===== src/rtl/pll_pkg.sv =====
// Shared constants and types for the polyline path length block.
package pll_pkg;

  // Number of coordinates that take part in the distance, 1 to 4.
  localparam int PLL_DIMS   = 4;
  // Number of coordinate fields that every item carries.
  localparam int PLL_NCOORD = 4;

  localparam int COORD_W = 24;                 // signed Q12.12 coordinate
  localparam int ABS_W   = COORD_W + 1;        // magnitude of a coordinate difference
  localparam int SQ_W    = 2 * ABS_W;          // squared difference
  localparam int ACC_W   = SQ_W + 1;           // sum of up to four squares
  localparam int RAD_W   = 52;                 // radicand, even width for the root
  localparam int ROOT_W  = RAD_W / 2;          // segment length, Q14.12
  localparam int REM_W   = ROOT_W + 2;         // partial remainder of the root
  localparam int LEN_W   = 40;                 // running length, Q28.12
  localparam int IDX_W   = $clog2(PLL_NCOORD); // coordinate index
  localparam int ITER_W  = $clog2(ROOT_W);     // root iteration counter

  typedef logic signed [COORD_W-1:0] coord_t;
  typedef coord_t [PLL_NCOORD-1:0]   coord_vec_t;
  typedef logic [RAD_W-1:0]          rad_t;
  typedef logic [ROOT_W-1:0]         root_t;
  typedef logic [LEN_W-1:0]          len_t;

endpackage


===== src/rtl/pll_in_if.sv =====
// Waypoint channel: valid/ready handshake with four coordinates and an end-of-path flag.
interface pll_in_if;
  logic            valid;
  logic            ready;
  pll_pkg::coord_t coord_0;
  pll_pkg::coord_t coord_1;
  pll_pkg::coord_t coord_2;
  pll_pkg::coord_t coord_3;
  logic            last_point;

  modport source (output valid, output coord_0, output coord_1, output coord_2,
                  output coord_3, output last_point, input ready);
  modport sink   (input valid, input coord_0, input coord_1, input coord_2,
                  input coord_3, input last_point, output ready);
endinterface


===== src/rtl/pll_out_if.sv =====
// Result channel: valid/ready handshake carrying the path length and saturation flag.
interface pll_out_if;
  logic          valid;
  logic          ready;
  pll_pkg::len_t path_length;
  logic          length_saturated;

  modport source (output valid, output path_length, output length_saturated, input ready);
  modport sink   (input valid, input path_length, input length_saturated, output ready);
endinterface


===== src/rtl/polyline_path_length.sv =====
// Polyline path length: sums floor Euclidean segment lengths of a path, one waypoint at a time.
// A path's first waypoint goes straight to the sum step; each later one passes through the
// squared distance unit, the square root and the sum step. Input is taken only when idle.
// The last waypoint of a path waits in the sum step while an older total is held at the output.
// Synchronous active-low reset clears the stored point, the running sum and the output valid.
module polyline_path_length (
  input  logic      clk,
  input  logic      rst_n,
  pll_in_if.sink    in_ch,
  pll_out_if.source out_ch
);

  localparam logic [1:0] ST_IDLE = 2'd0;
  localparam logic [1:0] ST_DIST = 2'd1;
  localparam logic [1:0] ST_ROOT = 2'd2;
  localparam logic [1:0] ST_SUM  = 2'd3;

  logic [1:0]          state_r;
  logic [1:0]          state_nxt;
  pll_pkg::coord_vec_t cur_r;
  pll_pkg::coord_vec_t prev_r;
  logic                last_r;
  logic                have_prev_r;
  pll_pkg::len_t       run_r;
  logic                sat_r;
  pll_pkg::root_t      seg_r;
  logic                out_valid_r;
  pll_pkg::len_t       out_len_r;
  logic                out_sat_r;

  pll_pkg::coord_vec_t in_pt;
  pll_pkg::coord_vec_t cur_nxt;
  logic                in_acc;
  logic                dist_start;
  logic                dist_done;
  pll_pkg::rad_t       radicand;
  logic                root_done;
  pll_pkg::root_t      root;
  logic [pll_pkg::LEN_W:0] sum;
  pll_pkg::len_t       run_nxt;
  logic                sat_nxt;
  logic                out_free;
  logic                sum_go;

  assign in_acc = in_ch.valid & in_ch.ready;

  // Gather the coordinates; those beyond the used dimensions read as zero.
  always_comb begin
    in_pt[0] = in_ch.coord_0;
    in_pt[1] = in_ch.coord_1;
    in_pt[2] = in_ch.coord_2;
    in_pt[3] = in_ch.coord_3;
    for (int i = 0; i < pll_pkg::PLL_NCOORD; i++) begin
      cur_nxt[i] = (i < pll_pkg::PLL_DIMS) ? in_pt[i] : '0;
    end
  end

  assign dist_start = in_acc & have_prev_r;

  pll_sqdist u_sqdist (
    .clk      (clk),
    .rst_n    (rst_n),
    .start    (dist_start),
    .cur      (cur_r),
    .prev     (prev_r),
    .done     (dist_done),
    .radicand (radicand)
  );

  pll_isqrt u_isqrt (
    .clk   (clk),
    .rst_n (rst_n),
    .start (dist_done),
    .rad   (radicand),
    .done  (root_done),
    .root  (root)
  );

  // Saturating update of the running length.
  always_comb begin
    sum = {1'b0, run_r} + {{(pll_pkg::LEN_W + 1 - pll_pkg::ROOT_W){1'b0}}, seg_r};
    if (sum[pll_pkg::LEN_W]) begin
      run_nxt = '1;
      sat_nxt = 1'b1;
    end else begin
      run_nxt = sum[pll_pkg::LEN_W-1:0];
      sat_nxt = sat_r;
    end
  end

  // The last waypoint waits in the sum state until the output register is free.
  assign out_free = ~out_valid_r | out_ch.ready;
  assign sum_go   = (state_r == ST_SUM) & (~last_r | out_free);

  // Sequencer.
  always_comb begin
    state_nxt = state_r;
    case (state_r)
      ST_IDLE: begin
        if (in_acc) begin
          state_nxt = have_prev_r ? ST_DIST : ST_SUM;
        end
      end
      ST_DIST: begin
        if (dist_done) begin
          state_nxt = ST_ROOT;
        end
      end
      ST_ROOT: begin
        if (root_done) begin
          state_nxt = ST_SUM;
        end
      end
      ST_SUM: begin
        if (sum_go) begin
          state_nxt = ST_IDLE;
        end
      end
      default: state_nxt = ST_IDLE;
    endcase
  end

  // Control state, path state and the output valid flag.
  always_ff @(posedge clk) begin
    if (!rst_n) begin
      state_r     <= ST_IDLE;
      have_prev_r <= 1'b0;
      run_r       <= '0;
      sat_r       <= 1'b0;
      prev_r      <= '0;
      out_valid_r <= 1'b0;
    end else begin
      state_r <= state_nxt;
      if (sum_go & last_r) begin
        out_valid_r <= 1'b1;
      end else if (out_ch.ready) begin
        out_valid_r <= 1'b0;
      end
      if (sum_go) begin
        if (last_r) begin
          have_prev_r <= 1'b0;
          run_r       <= '0;
          sat_r       <= 1'b0;
          prev_r      <= '0;
        end else begin
          have_prev_r <= 1'b1;
          run_r       <= run_nxt;
          sat_r       <= sat_nxt;
          prev_r      <= cur_r;
        end
      end
    end
  end

  // Item payload, segment length and result registers.
  always_ff @(posedge clk) begin
    if (in_acc) begin
      cur_r  <= cur_nxt;
      last_r <= in_ch.last_point;
      seg_r  <= '0;
    end else if (root_done) begin
      seg_r <= root;
    end
    if (sum_go & last_r) begin
      out_len_r <= run_nxt;
      out_sat_r <= sat_nxt;
    end
  end

  assign in_ch.ready             = (state_r == ST_IDLE);
  assign out_ch.valid            = out_valid_r;
  assign out_ch.path_length      = out_len_r;
  assign out_ch.length_saturated = out_sat_r;

endmodule


===== src/rtl/pll_sqdist.sv =====
// Squared distance unit: one coordinate per cycle through a shared subtract, square and add.
module pll_sqdist (
  input  logic                clk,
  input  logic                rst_n,
  input  logic                start,
  input  pll_pkg::coord_vec_t cur,
  input  pll_pkg::coord_vec_t prev,
  output logic                done,
  output pll_pkg::rad_t       radicand
);

  logic                         issue_r;
  logic [pll_pkg::IDX_W-1:0]    idx_r;
  logic                         absd_v_r;
  logic                         absd_last_r;
  logic [pll_pkg::ABS_W-1:0]    absd_r;
  logic                         sq_v_r;
  logic                         sq_last_r;
  logic [pll_pkg::SQ_W-1:0]     sq_r;
  logic [pll_pkg::ACC_W-1:0]    acc_r;
  logic                         done_r;

  logic signed [pll_pkg::ABS_W-1:0] diff;
  logic [pll_pkg::ABS_W-1:0]        absd_nxt;
  logic                             issue_last;

  // Difference of the selected coordinate pair and its magnitude.
  always_comb begin
    diff     = {cur[idx_r][pll_pkg::COORD_W-1], cur[idx_r]}
             - {prev[idx_r][pll_pkg::COORD_W-1], prev[idx_r]};
    absd_nxt = diff[pll_pkg::ABS_W-1] ? (~diff + 1'b1) : diff;
  end

  assign issue_last = (idx_r == pll_pkg::IDX_W'(pll_pkg::PLL_DIMS - 1));

  // Sequencer and pipeline valid bits.
  always_ff @(posedge clk) begin
    if (!rst_n) begin
      issue_r     <= 1'b0;
      idx_r       <= '0;
      absd_v_r    <= 1'b0;
      absd_last_r <= 1'b0;
      sq_v_r      <= 1'b0;
      sq_last_r   <= 1'b0;
      done_r      <= 1'b0;
    end else begin
      absd_v_r    <= issue_r;
      absd_last_r <= issue_r & issue_last;
      sq_v_r      <= absd_v_r;
      sq_last_r   <= absd_v_r & absd_last_r;
      done_r      <= sq_v_r & sq_last_r;
      if (start) begin
        issue_r <= 1'b1;
        idx_r   <= '0;
      end else if (issue_r) begin
        idx_r <= idx_r + 1'b1;
        if (issue_last) begin
          issue_r <= 1'b0;
        end
      end
    end
  end

  // Datapath: magnitude, square, then accumulate.
  always_ff @(posedge clk) begin
    absd_r <= absd_nxt;
    sq_r   <= absd_r * absd_r;
    if (start) begin
      acc_r <= '0;
    end else if (sq_v_r) begin
      acc_r <= acc_r + {1'b0, sq_r};
    end
  end

  assign done     = done_r;
  assign radicand = {{(pll_pkg::RAD_W - pll_pkg::ACC_W){1'b0}}, acc_r};

endmodule


===== src/rtl/pll_isqrt.sv =====
// Floor integer square root, one result bit per cycle through a shared trial subtractor.
module pll_isqrt (
  input  logic           clk,
  input  logic           rst_n,
  input  logic           start,
  input  pll_pkg::rad_t  rad,
  output logic           done,
  output pll_pkg::root_t root
);

  logic                          busy_r;
  logic                          done_r;
  logic [pll_pkg::ITER_W-1:0]    cnt_r;
  logic [pll_pkg::RAD_W-1:0]     x_r;
  logic [pll_pkg::REM_W-1:0]     rem_r;
  logic [pll_pkg::ROOT_W-1:0]    root_r;

  logic [pll_pkg::REM_W+1:0]     trial_acc;
  logic [pll_pkg::REM_W+1:0]     trial_sub;
  logic [pll_pkg::REM_W+2:0]     trial;

  // Bring down the next two radicand bits and try to subtract 4*root+1.
  always_comb begin
    trial_acc = {rem_r, x_r[pll_pkg::RAD_W-1 -: 2]};
    trial_sub = {2'b00, root_r, 2'b01};
    trial     = {1'b0, trial_acc} - {1'b0, trial_sub};
  end

  // Iteration control.
  always_ff @(posedge clk) begin
    if (!rst_n) begin
      busy_r <= 1'b0;
      done_r <= 1'b0;
      cnt_r  <= '0;
    end else begin
      done_r <= ~start & busy_r & (cnt_r == pll_pkg::ITER_W'(pll_pkg::ROOT_W - 1));
      if (start) begin
        busy_r <= 1'b1;
        cnt_r  <= '0;
      end else if (busy_r) begin
        cnt_r <= cnt_r + 1'b1;
        if (cnt_r == pll_pkg::ITER_W'(pll_pkg::ROOT_W - 1)) begin
          busy_r <= 1'b0;
        end
      end
    end
  end

  // Remainder and root registers.
  always_ff @(posedge clk) begin
    if (start) begin
      x_r    <= rad;
      rem_r  <= '0;
      root_r <= '0;
    end else if (busy_r) begin
      x_r <= {x_r[pll_pkg::RAD_W-3:0], 2'b00};
      if (!trial[pll_pkg::REM_W+2]) begin
        rem_r  <= trial[pll_pkg::REM_W-1:0];
        root_r <= {root_r[pll_pkg::ROOT_W-2:0], 1'b1};
      end else begin
        rem_r  <= trial_acc[pll_pkg::REM_W-1:0];
        root_r <= {root_r[pll_pkg::ROOT_W-2:0], 1'b0};
      end
    end
  end

  assign done = done_r;
  assign root = root_r;

endmodule


===== src/flat_wrapper.sv =====
// flat-port wrapper written by rule: the top's interface ports become plain ports
module polyline_path_length_flat 
  (clk, rst_n, in_ch_valid, in_ch_coord_0, in_ch_coord_1, in_ch_coord_2, in_ch_coord_3, in_ch_last_point, in_ch_ready, out_ch_valid, out_ch_path_length, out_ch_length_saturated, out_ch_ready);
  pll_in_if in_ch_i ();
  pll_out_if out_ch_i ();
  input  logic clk;
  input  logic rst_n;
  input wire logic [$bits(in_ch_i.valid)-1:0] in_ch_valid;
  input wire logic [$bits(in_ch_i.coord_0)-1:0] in_ch_coord_0;
  input wire logic [$bits(in_ch_i.coord_1)-1:0] in_ch_coord_1;
  input wire logic [$bits(in_ch_i.coord_2)-1:0] in_ch_coord_2;
  input wire logic [$bits(in_ch_i.coord_3)-1:0] in_ch_coord_3;
  input wire logic [$bits(in_ch_i.last_point)-1:0] in_ch_last_point;
  output wire logic [$bits(in_ch_i.ready)-1:0] in_ch_ready;
  output wire logic [$bits(out_ch_i.valid)-1:0] out_ch_valid;
  output wire logic [$bits(out_ch_i.path_length)-1:0] out_ch_path_length;
  output wire logic [$bits(out_ch_i.length_saturated)-1:0] out_ch_length_saturated;
  input wire logic [$bits(out_ch_i.ready)-1:0] out_ch_ready;
  assign in_ch_i.valid = in_ch_valid;
  assign in_ch_i.coord_0 = in_ch_coord_0;
  assign in_ch_i.coord_1 = in_ch_coord_1;
  assign in_ch_i.coord_2 = in_ch_coord_2;
  assign in_ch_i.coord_3 = in_ch_coord_3;
  assign in_ch_i.last_point = in_ch_last_point;
  assign in_ch_ready = in_ch_i.ready;
  assign out_ch_valid = out_ch_i.valid;
  assign out_ch_path_length = out_ch_i.path_length;
  assign out_ch_length_saturated = out_ch_i.length_saturated;
  assign out_ch_i.ready = out_ch_ready;
  polyline_path_length u_core (.clk(clk), .rst_n(rst_n), .in_ch(in_ch_i), .out_ch(out_ch_i));
endmodule

===== config.mk =====
export PLATFORM = sky130hd
export DESIGN_NAME = polyline_path_length_flat
export DESIGN_NICKNAME = d
export VERILOG_FILES = /design/src/rtl/pll_pkg.sv /design/src/rtl/pll_in_if.sv /design/src/rtl/pll_out_if.sv /design/src/rtl/polyline_path_length.sv /design/src/rtl/pll_sqdist.sv /design/src/rtl/pll_isqrt.sv /design/src/flat_wrapper.sv
export SDC_FILE = /design/constraint.sdc
export NUM_CORES = 2
export LEC_CHECK = 0
export BUFFER_PORTS_ARGS = -buffer_cell sky130_fd_sc_hd__buf_2
export CORE_MARGIN = 5
export CORE_UTILIZATION = 30
export CTS_BUF_LIST = sky130_fd_sc_hd__clkbuf_8
export DETAILED_ROUTE_END_ITERATION = 10
export PLACE_DENSITY = 0.47
export REMOVE_ABC_BUFFERS = 1
export SLEW_MARGIN = 20
export SYNTH_ARGS = -nofsm -noshare
export SYNTH_HDL_FRONTEND = slang
export SYNTH_SLANG_ARGS = --single-unit

===== constraint.sdc =====
create_clock -name clk -period 6.69 [get_ports clk]
set_input_delay 0 -clock clk [delete_from_list [all_inputs] [get_ports clk]]
set_output_delay 0 -clock clk [all_outputs]
set_load 0.05 [all_outputs]

## Word level (Yosys, flattened, before mapping)

Cells that the tools add are included.

| operators by class | value |
|---|---|
| add/sub/neg operators | 7 |
| multiply operators | 1 |
| magnitude comparators | 1 |
| eq/ne operators | 9 |
| mux-type cells | 29 |
| bitwise logic cells | 16 |
| reduce and logical (&&, ||, !) cells | 6 |

Operators by type and width:

| operator | number |
|---|---|
| 2-to-1 mux 51 bit | 2 |
| binary-select mux 24 bit (select 2 bit) | 2 |
| 2-to-1 mux 96 bit | 1 |
| 2-to-1 mux 40 bit | 2 |
| 2-to-1 mux 24 bit | 3 |
| adder 51 x 50 -> 51 bit | 1 |
| multiplier 25 x 25 -> 50 bit | 1 |
| adder 40 x 26 -> 41 bit | 1 |
| subtractor 30 x 28 -> 31 bit | 1 |
| 2-to-1 mux 28 bit | 1 |
| adder 25 x 1 -> 25 bit (second input constant) | 1 |
| NOT 25 bit | 1 |
| subtractor 24 x 24 -> 25 bit | 1 |
| 2-to-1 mux 1 bit | 12 |
| 2-to-1 mux 2 bit | 5 |
| AND 1 bit | 9 |
| case mux 2 bit (4 select lines) | 1 |
| == test 2 bit (second input constant) | 3 |
| != test 2 bit (second input constant) | 3 |
| adder 5 x 1 -> 5 bit (second input constant) | 1 |
| == test 5 bit (second input constant) | 1 |
| NOT 1 bit | 4 |
| AND reduction 4 bit | 1 |
| nonzero test 2 bit | 2 |
| other kinds (7) | 9 |

| word-level totals | value |
|---|---|
| register bits | 552 |
| output and inout bits | 43 |

## Longest topological paths before layout

| logic depth | value |
|---|---|
| depth after elaboration | 6 |
| gate-level depth with buffers | 30 |

## Hierarchy

Synthesis repeated with hierarchy kept, for this count alone.

| second synthesis, totals | value |
|---|---|
| cells, all modules | 4670 |
| area total of the unflattened synthesis | 45493.6 µm² |

Modules (own cells, without submodules):

| module | instances | cells each | area an instance (µm²) |
|---|---|---|---|
| pll_sqdist | 1 | 3009 | 27136.0 |
| polyline_path_length | 1 | 1083 | 12270.5 |
| pll_isqrt | 1 | 578 | 6087.1 |

## Worst setup path before layout

No wires, ideal clock.

| path | value |
|---|---|
| kind | reg2reg |
| start point | register u_core.u_sqdist.absd_r[3] (netlist bit) |
| end point | register u_core.u_sqdist.sq_r[47] (netlist bit) |
| data arrival time | 6.983 ns |
| data required time | 6.554 ns |
| slack | -0.430 ns |
| cell stages (with the launch flop) | 29 |
| path buffers | 3 |
| clock period less this slack | 7.120 ns |
| cell sequence | dfxtp_1 -> clkbuf_1 -> clkbuf_1 -> nand2_1 -> fa_1 -> inv_1 -> fa_1 -> inv_1 -> fa_1 -> fa_1 -> inv_1 -> fa_1 -> fa_1 -> inv_1 -> fa_1 -> inv_1 -> ha_1 -> clkbuf_1 -> nand2_1 -> o21ai_1 -> a41o_1 -> a31oi_1 -> nor2_1 -> o221ai_1 -> a21oi_1 -> nand4_1 -> o2bb2ai_1 -> o41ai_1 -> xor2_1 |

| on the way | value |
|---|---|
| longest elaborated chain between the ends | 1 |

RTL lines:

| element | RTL line | source |
|---|---|---|
| start, declared | pll_sqdist.sv:16 | `logic [pll_pkg::ABS_W-1:0] absd_r;` |
| start signal, assigned | pll_sqdist.sv:66 | `absd_r <= absd_nxt;` |
| multiplier 25 x 25 -> 50 bit | pll_sqdist.sv:67 | `sq_r <= absd_r * absd_r;` |
| end signal, assigned | pll_sqdist.sv:67 |  |
| end, declared | pll_sqdist.sv:19 | `logic [pll_pkg::SQ_W-1:0] sq_r;` |

Every way passes these cells.
A chain may end at the register's enable or synchronous reset.

## Worst setup path in the final report

| path | value |
|---|---|
| start point | register u_core.u_sqdist.absd_r[5] (netlist bit) |
| end point | register u_core.u_sqdist.sq_r[49] (netlist bit) |

Same word-level chain as after synthesis.

==> impl_results.md <==
- Syn Area/Cell: 9.751 µm²
- Slew @ Worst Pin: 0.9592 ns
- Worst Setup SP: u_core.u_sqdist.absd_r[5]$_DFF_P_
- Fmax: 145.8 MHz
- Htree depth: 3
- Final worst-path cycle share: 1.025
- Cell mode on critical path: fa_1
- R2R depth: 27
- Max-Cap Viols: 0
- Total track usage: 0.1471
- Die X-Extent: 395.9 µm
- Worst-Skew Late Latency: 0.82 ns
- Total wire length: 114,500 µm
- Hold slack: 0.1357 ns
- Antenna Violating Nets Remaining: 0
- Critical-path top delay cell: fa_2
- Root buffer cell: clkbuf_8
- I/O pins: 144
- Layout Area Growth over Synthesis: 23.25%
- First-pass GRT wire length: 188,900 µm
- HP Class: primary input to flop
- Register bit count reported by yosys: 551
- Warnings, synthesis: 0
- Iteration-0 DRC Markers: 1,494
- Drt wl/cell: 15.86 µm
- Nets: 6,086
- Initial antenna violation count: 2
- CTS tree: yes
- Final Hold Viols: 0
- Vias in the first global route: 35,129
- Hold Path Origin: rst_n
- Hold Path Stages: 4
- Share of cells above drive strength 1: 0.1845
- Crit path arrival time: 7.52 ns
- Clock Path Buffers: 3
- Top-count cell post-synth: inv_1
- Clk pin slew, worst setup/hold paths: 0.06 ns
- Non-Filler Instances: 7,219
- Worst Hold Path EP: u_core.u_sqdist.idx_r[0]$_SDFFE_PP0P_
- Critical path endpoint category: flop
- Row Count: 141
- Input/output buffers: 143
- Register area share after synthesis: 0.2893
- Post-synthesis cell count: 4,581
- Share of the synthesized area in the top cell type: 0.2097
- Worst Setup Slack, final: -0.1698 ns
- Routed via count: 33,085
- Setup Skew: 0.05537 ns
- CP Data Required Time: 7.35 ns
- Failing checks: negative setup slack
- CP Buf/Inv Count: 7
- Tmin final: 6.860 ns
- Sink Count: 551
- Reg2Reg Launch Point: u_core.u_sqdist.absd_r[5]$_DFF_P_
- DRC: 0
- RSZ-0062 raised after global routing: true
- Full die area: 156,700 µm²
- Drt first pass iters: 5
- Prevailing post-synth register cell: dfxtp_1
- Max FO, Critical Path: 5
- Final TNS setup: -0.4627 ns
- Worst R2R End: u_core.u_sqdist.sq_r[49]$_DFF_P_
- CTS buffer count: 100
- Largest net degree at the start of global routing: 100
- DR vias/cell: 4.583
- Top cells by count, synth: inv_1, fa_1, nand2_1
- Internal reg-to-reg setup slack: -0.17 ns
- DP Worst Slack: -1.010 ns
- Hpwl dp: 88,020 µm
- Status: finished, violations left
- Global route total overflow: 0
- Placed insts: 6,782
- Core Footprint: 147,800 µm²
- Critical Path Max Stage Delay: 0.54 ns
- Final Wtd Congestion: 0.8232
- Post-synth EDFFs: 189
- Fin. max-slew vios: 0
- Die extent in y: 395.9 µm
- Post-synth top area cell: fa_1
- Max-slew headroom: 0.3605
- Largest delay share family, worst path: adder cells
- Initial core utilization: 0.3021
- Asr flop ratio synth: 0
- Dominant cells by area after synthesis: fa_1, dfxtp_1, edfxtp_1
- Worst Setup Path Type: flop to flop
- CP startpoint kind: flop
- Setup-failing EPs final: 7
- Synth unique cells: 90
- Mapped Area: 44,670 µm²
[worst max-delay path by stage]
stage	end	slack [ns]	depth (start not counted)
detailed placement	u_core.u_sqdist.sq_r[47]$_DFF_P_	-1.01	26
global route	u_core.u_sqdist.sq_r[49]$_DFF_P_	-0.41	26
floorplan	u_core.u_sqdist.sq_r[47]$_DFF_P_	-0.22	26
finish	u_core.u_sqdist.sq_r[49]$_DFF_P_	-0.17	27
global placement	u_core.u_sqdist.sq_r[42]$_DFF_P_	-1.03	26
CTS	u_core.u_sqdist.sq_r[49]$_DFF_P_	-0.24	26
[state kept, by name, summed over array words and instances (netlist names), 2 cells and up]
register / flops
u_core.cur_r: 96
u_core.out_ch.path_length: 40
u_core.prev_r: 96
u_core.run_r: 40
u_core.seg_r: 26
u_core.state_r: 2
u_core.u_isqrt.cnt_r: 5
u_core.u_isqrt.rem_r: 28
u_core.u_isqrt.root: 26
u_core.u_isqrt.x_r: 52
u_core.u_sqdist.absd_r: 25
u_core.u_sqdist.acc_r: 51
u_core.u_sqdist.idx_r: 2
u_core.u_sqdist.sq_r: 49
[final cells by class]
class | instances | area (µm²)
fillers | 14944 | 92790
inverters | 770 | 2905
diodes | 5 | 12.51
flip-flops and latches | 551 | 12990
well taps | 1930 | 2415
clock inverters | 72 | 405.4
clock buffers | 116 | 1597
repair buffers | 701 | 5776
multi-input cells | 3074 | 28950
[timing repair]
item / CTS / global route
buffers inserted: 27 / 22
pin swaps: 68 / 62
hold buffers: 199 / 0
resized for setup: 154 / 111
hold endpoints to repair: 201 / 0
setup endpoints to repair: 27 / 23
[worst reg2reg max path, stage by stage (launching register included)]
cell and delay, ns:
dfxtp_4 0.37, buf_12 0.14, buf_6 0.11, and2_4 0.15, fa_2 0.54, fa_1 0.44, fa_1 0.50, inv_1 0.05
fa_1 0.49, inv_2 0.05, fa_1 0.46, fa_1 0.53, inv_1 0.05, fa_1 0.51, inv_2 0.06, ha_4 0.30
nand2_4 0.06, o21ai_4 0.15, a41o_1 0.17, a31oi_4 0.11, nor2_2 0.15, o221ai_2 0.11, buf_6 0.15, a2111o_1 0.41
o2111a_1 0.19, o31ai_2 0.26, a21oi_2 0.09, xnor2_1 0.12
[routing by layer]
metal	part of all wire	global-route usage	vias up
li1	-	-	16349
met1	0.49	0.2072	16190
met4	0.014	0.02717	0
met3	0.036	0.02411	105
met5	0	0	-
met2	0.46	0.2408	441
[placed cells by master (no fill, tap or decap), types with 17 or more instances in the layout]
cell           instances
fa_2                  25
nand4_1               28
buf_12                19
dfxtp_1              337
a21oi_1              274
buf_6                 24
dlygate4sd3_1        199
fa_1                 443
edfxtp_1             189
nand3b_1             101
nor3_1                36
a31oi_1               23
xnor2_1              118
buf_4                310
nand3_1               44
nor2_1               261
xor2_1                67
o21ai_0               83
nand2_1              383
a22o_1                24
clkbuf_8             116
and2_1               117
o21a_1                31
inv_2                 22
and2_4                21
ha_4                  18
mux2i_1               96
a211oi_1              24
mux4_2                48
buf_2                143
mux2_2                54
and3_1                29
nor2b_1               29
inv_1                783
ha_1                 301
o21bai_1              24
nand2b_1              33
a21o_1               104
nand2_2               17
[cells by family (layout without fill, tap and decap cells)]
logic type | count (synthesis) | after routing | synth area share
xor+xnor | 187 | 187 | 0.03714
flops | 551 | 551 | 0.2893
fa+ha+maj | 787 | 787 | 0.2991
buf+inv | 956 | 1659 | 0.08048
mux | 198 | 198 | 0.05933
compound gates | 728 | 728 | 0.1054
other cells | 0 | 5 | 0
simple gates | 1174 | 1174 | 0.1292
[metrics by stage]
stage               utilization  area [µm²]
CTS                      0.3683       54460
finish                   0.3724       55050
detailed placement       0.3359       49670
global placement         0.3359       49670
floorplan                     -       43960
global route             0.3724       55050
Power is not shown: default switching activity piles up to over one toggle a cycle in this logic, so the estimate is an artifact.
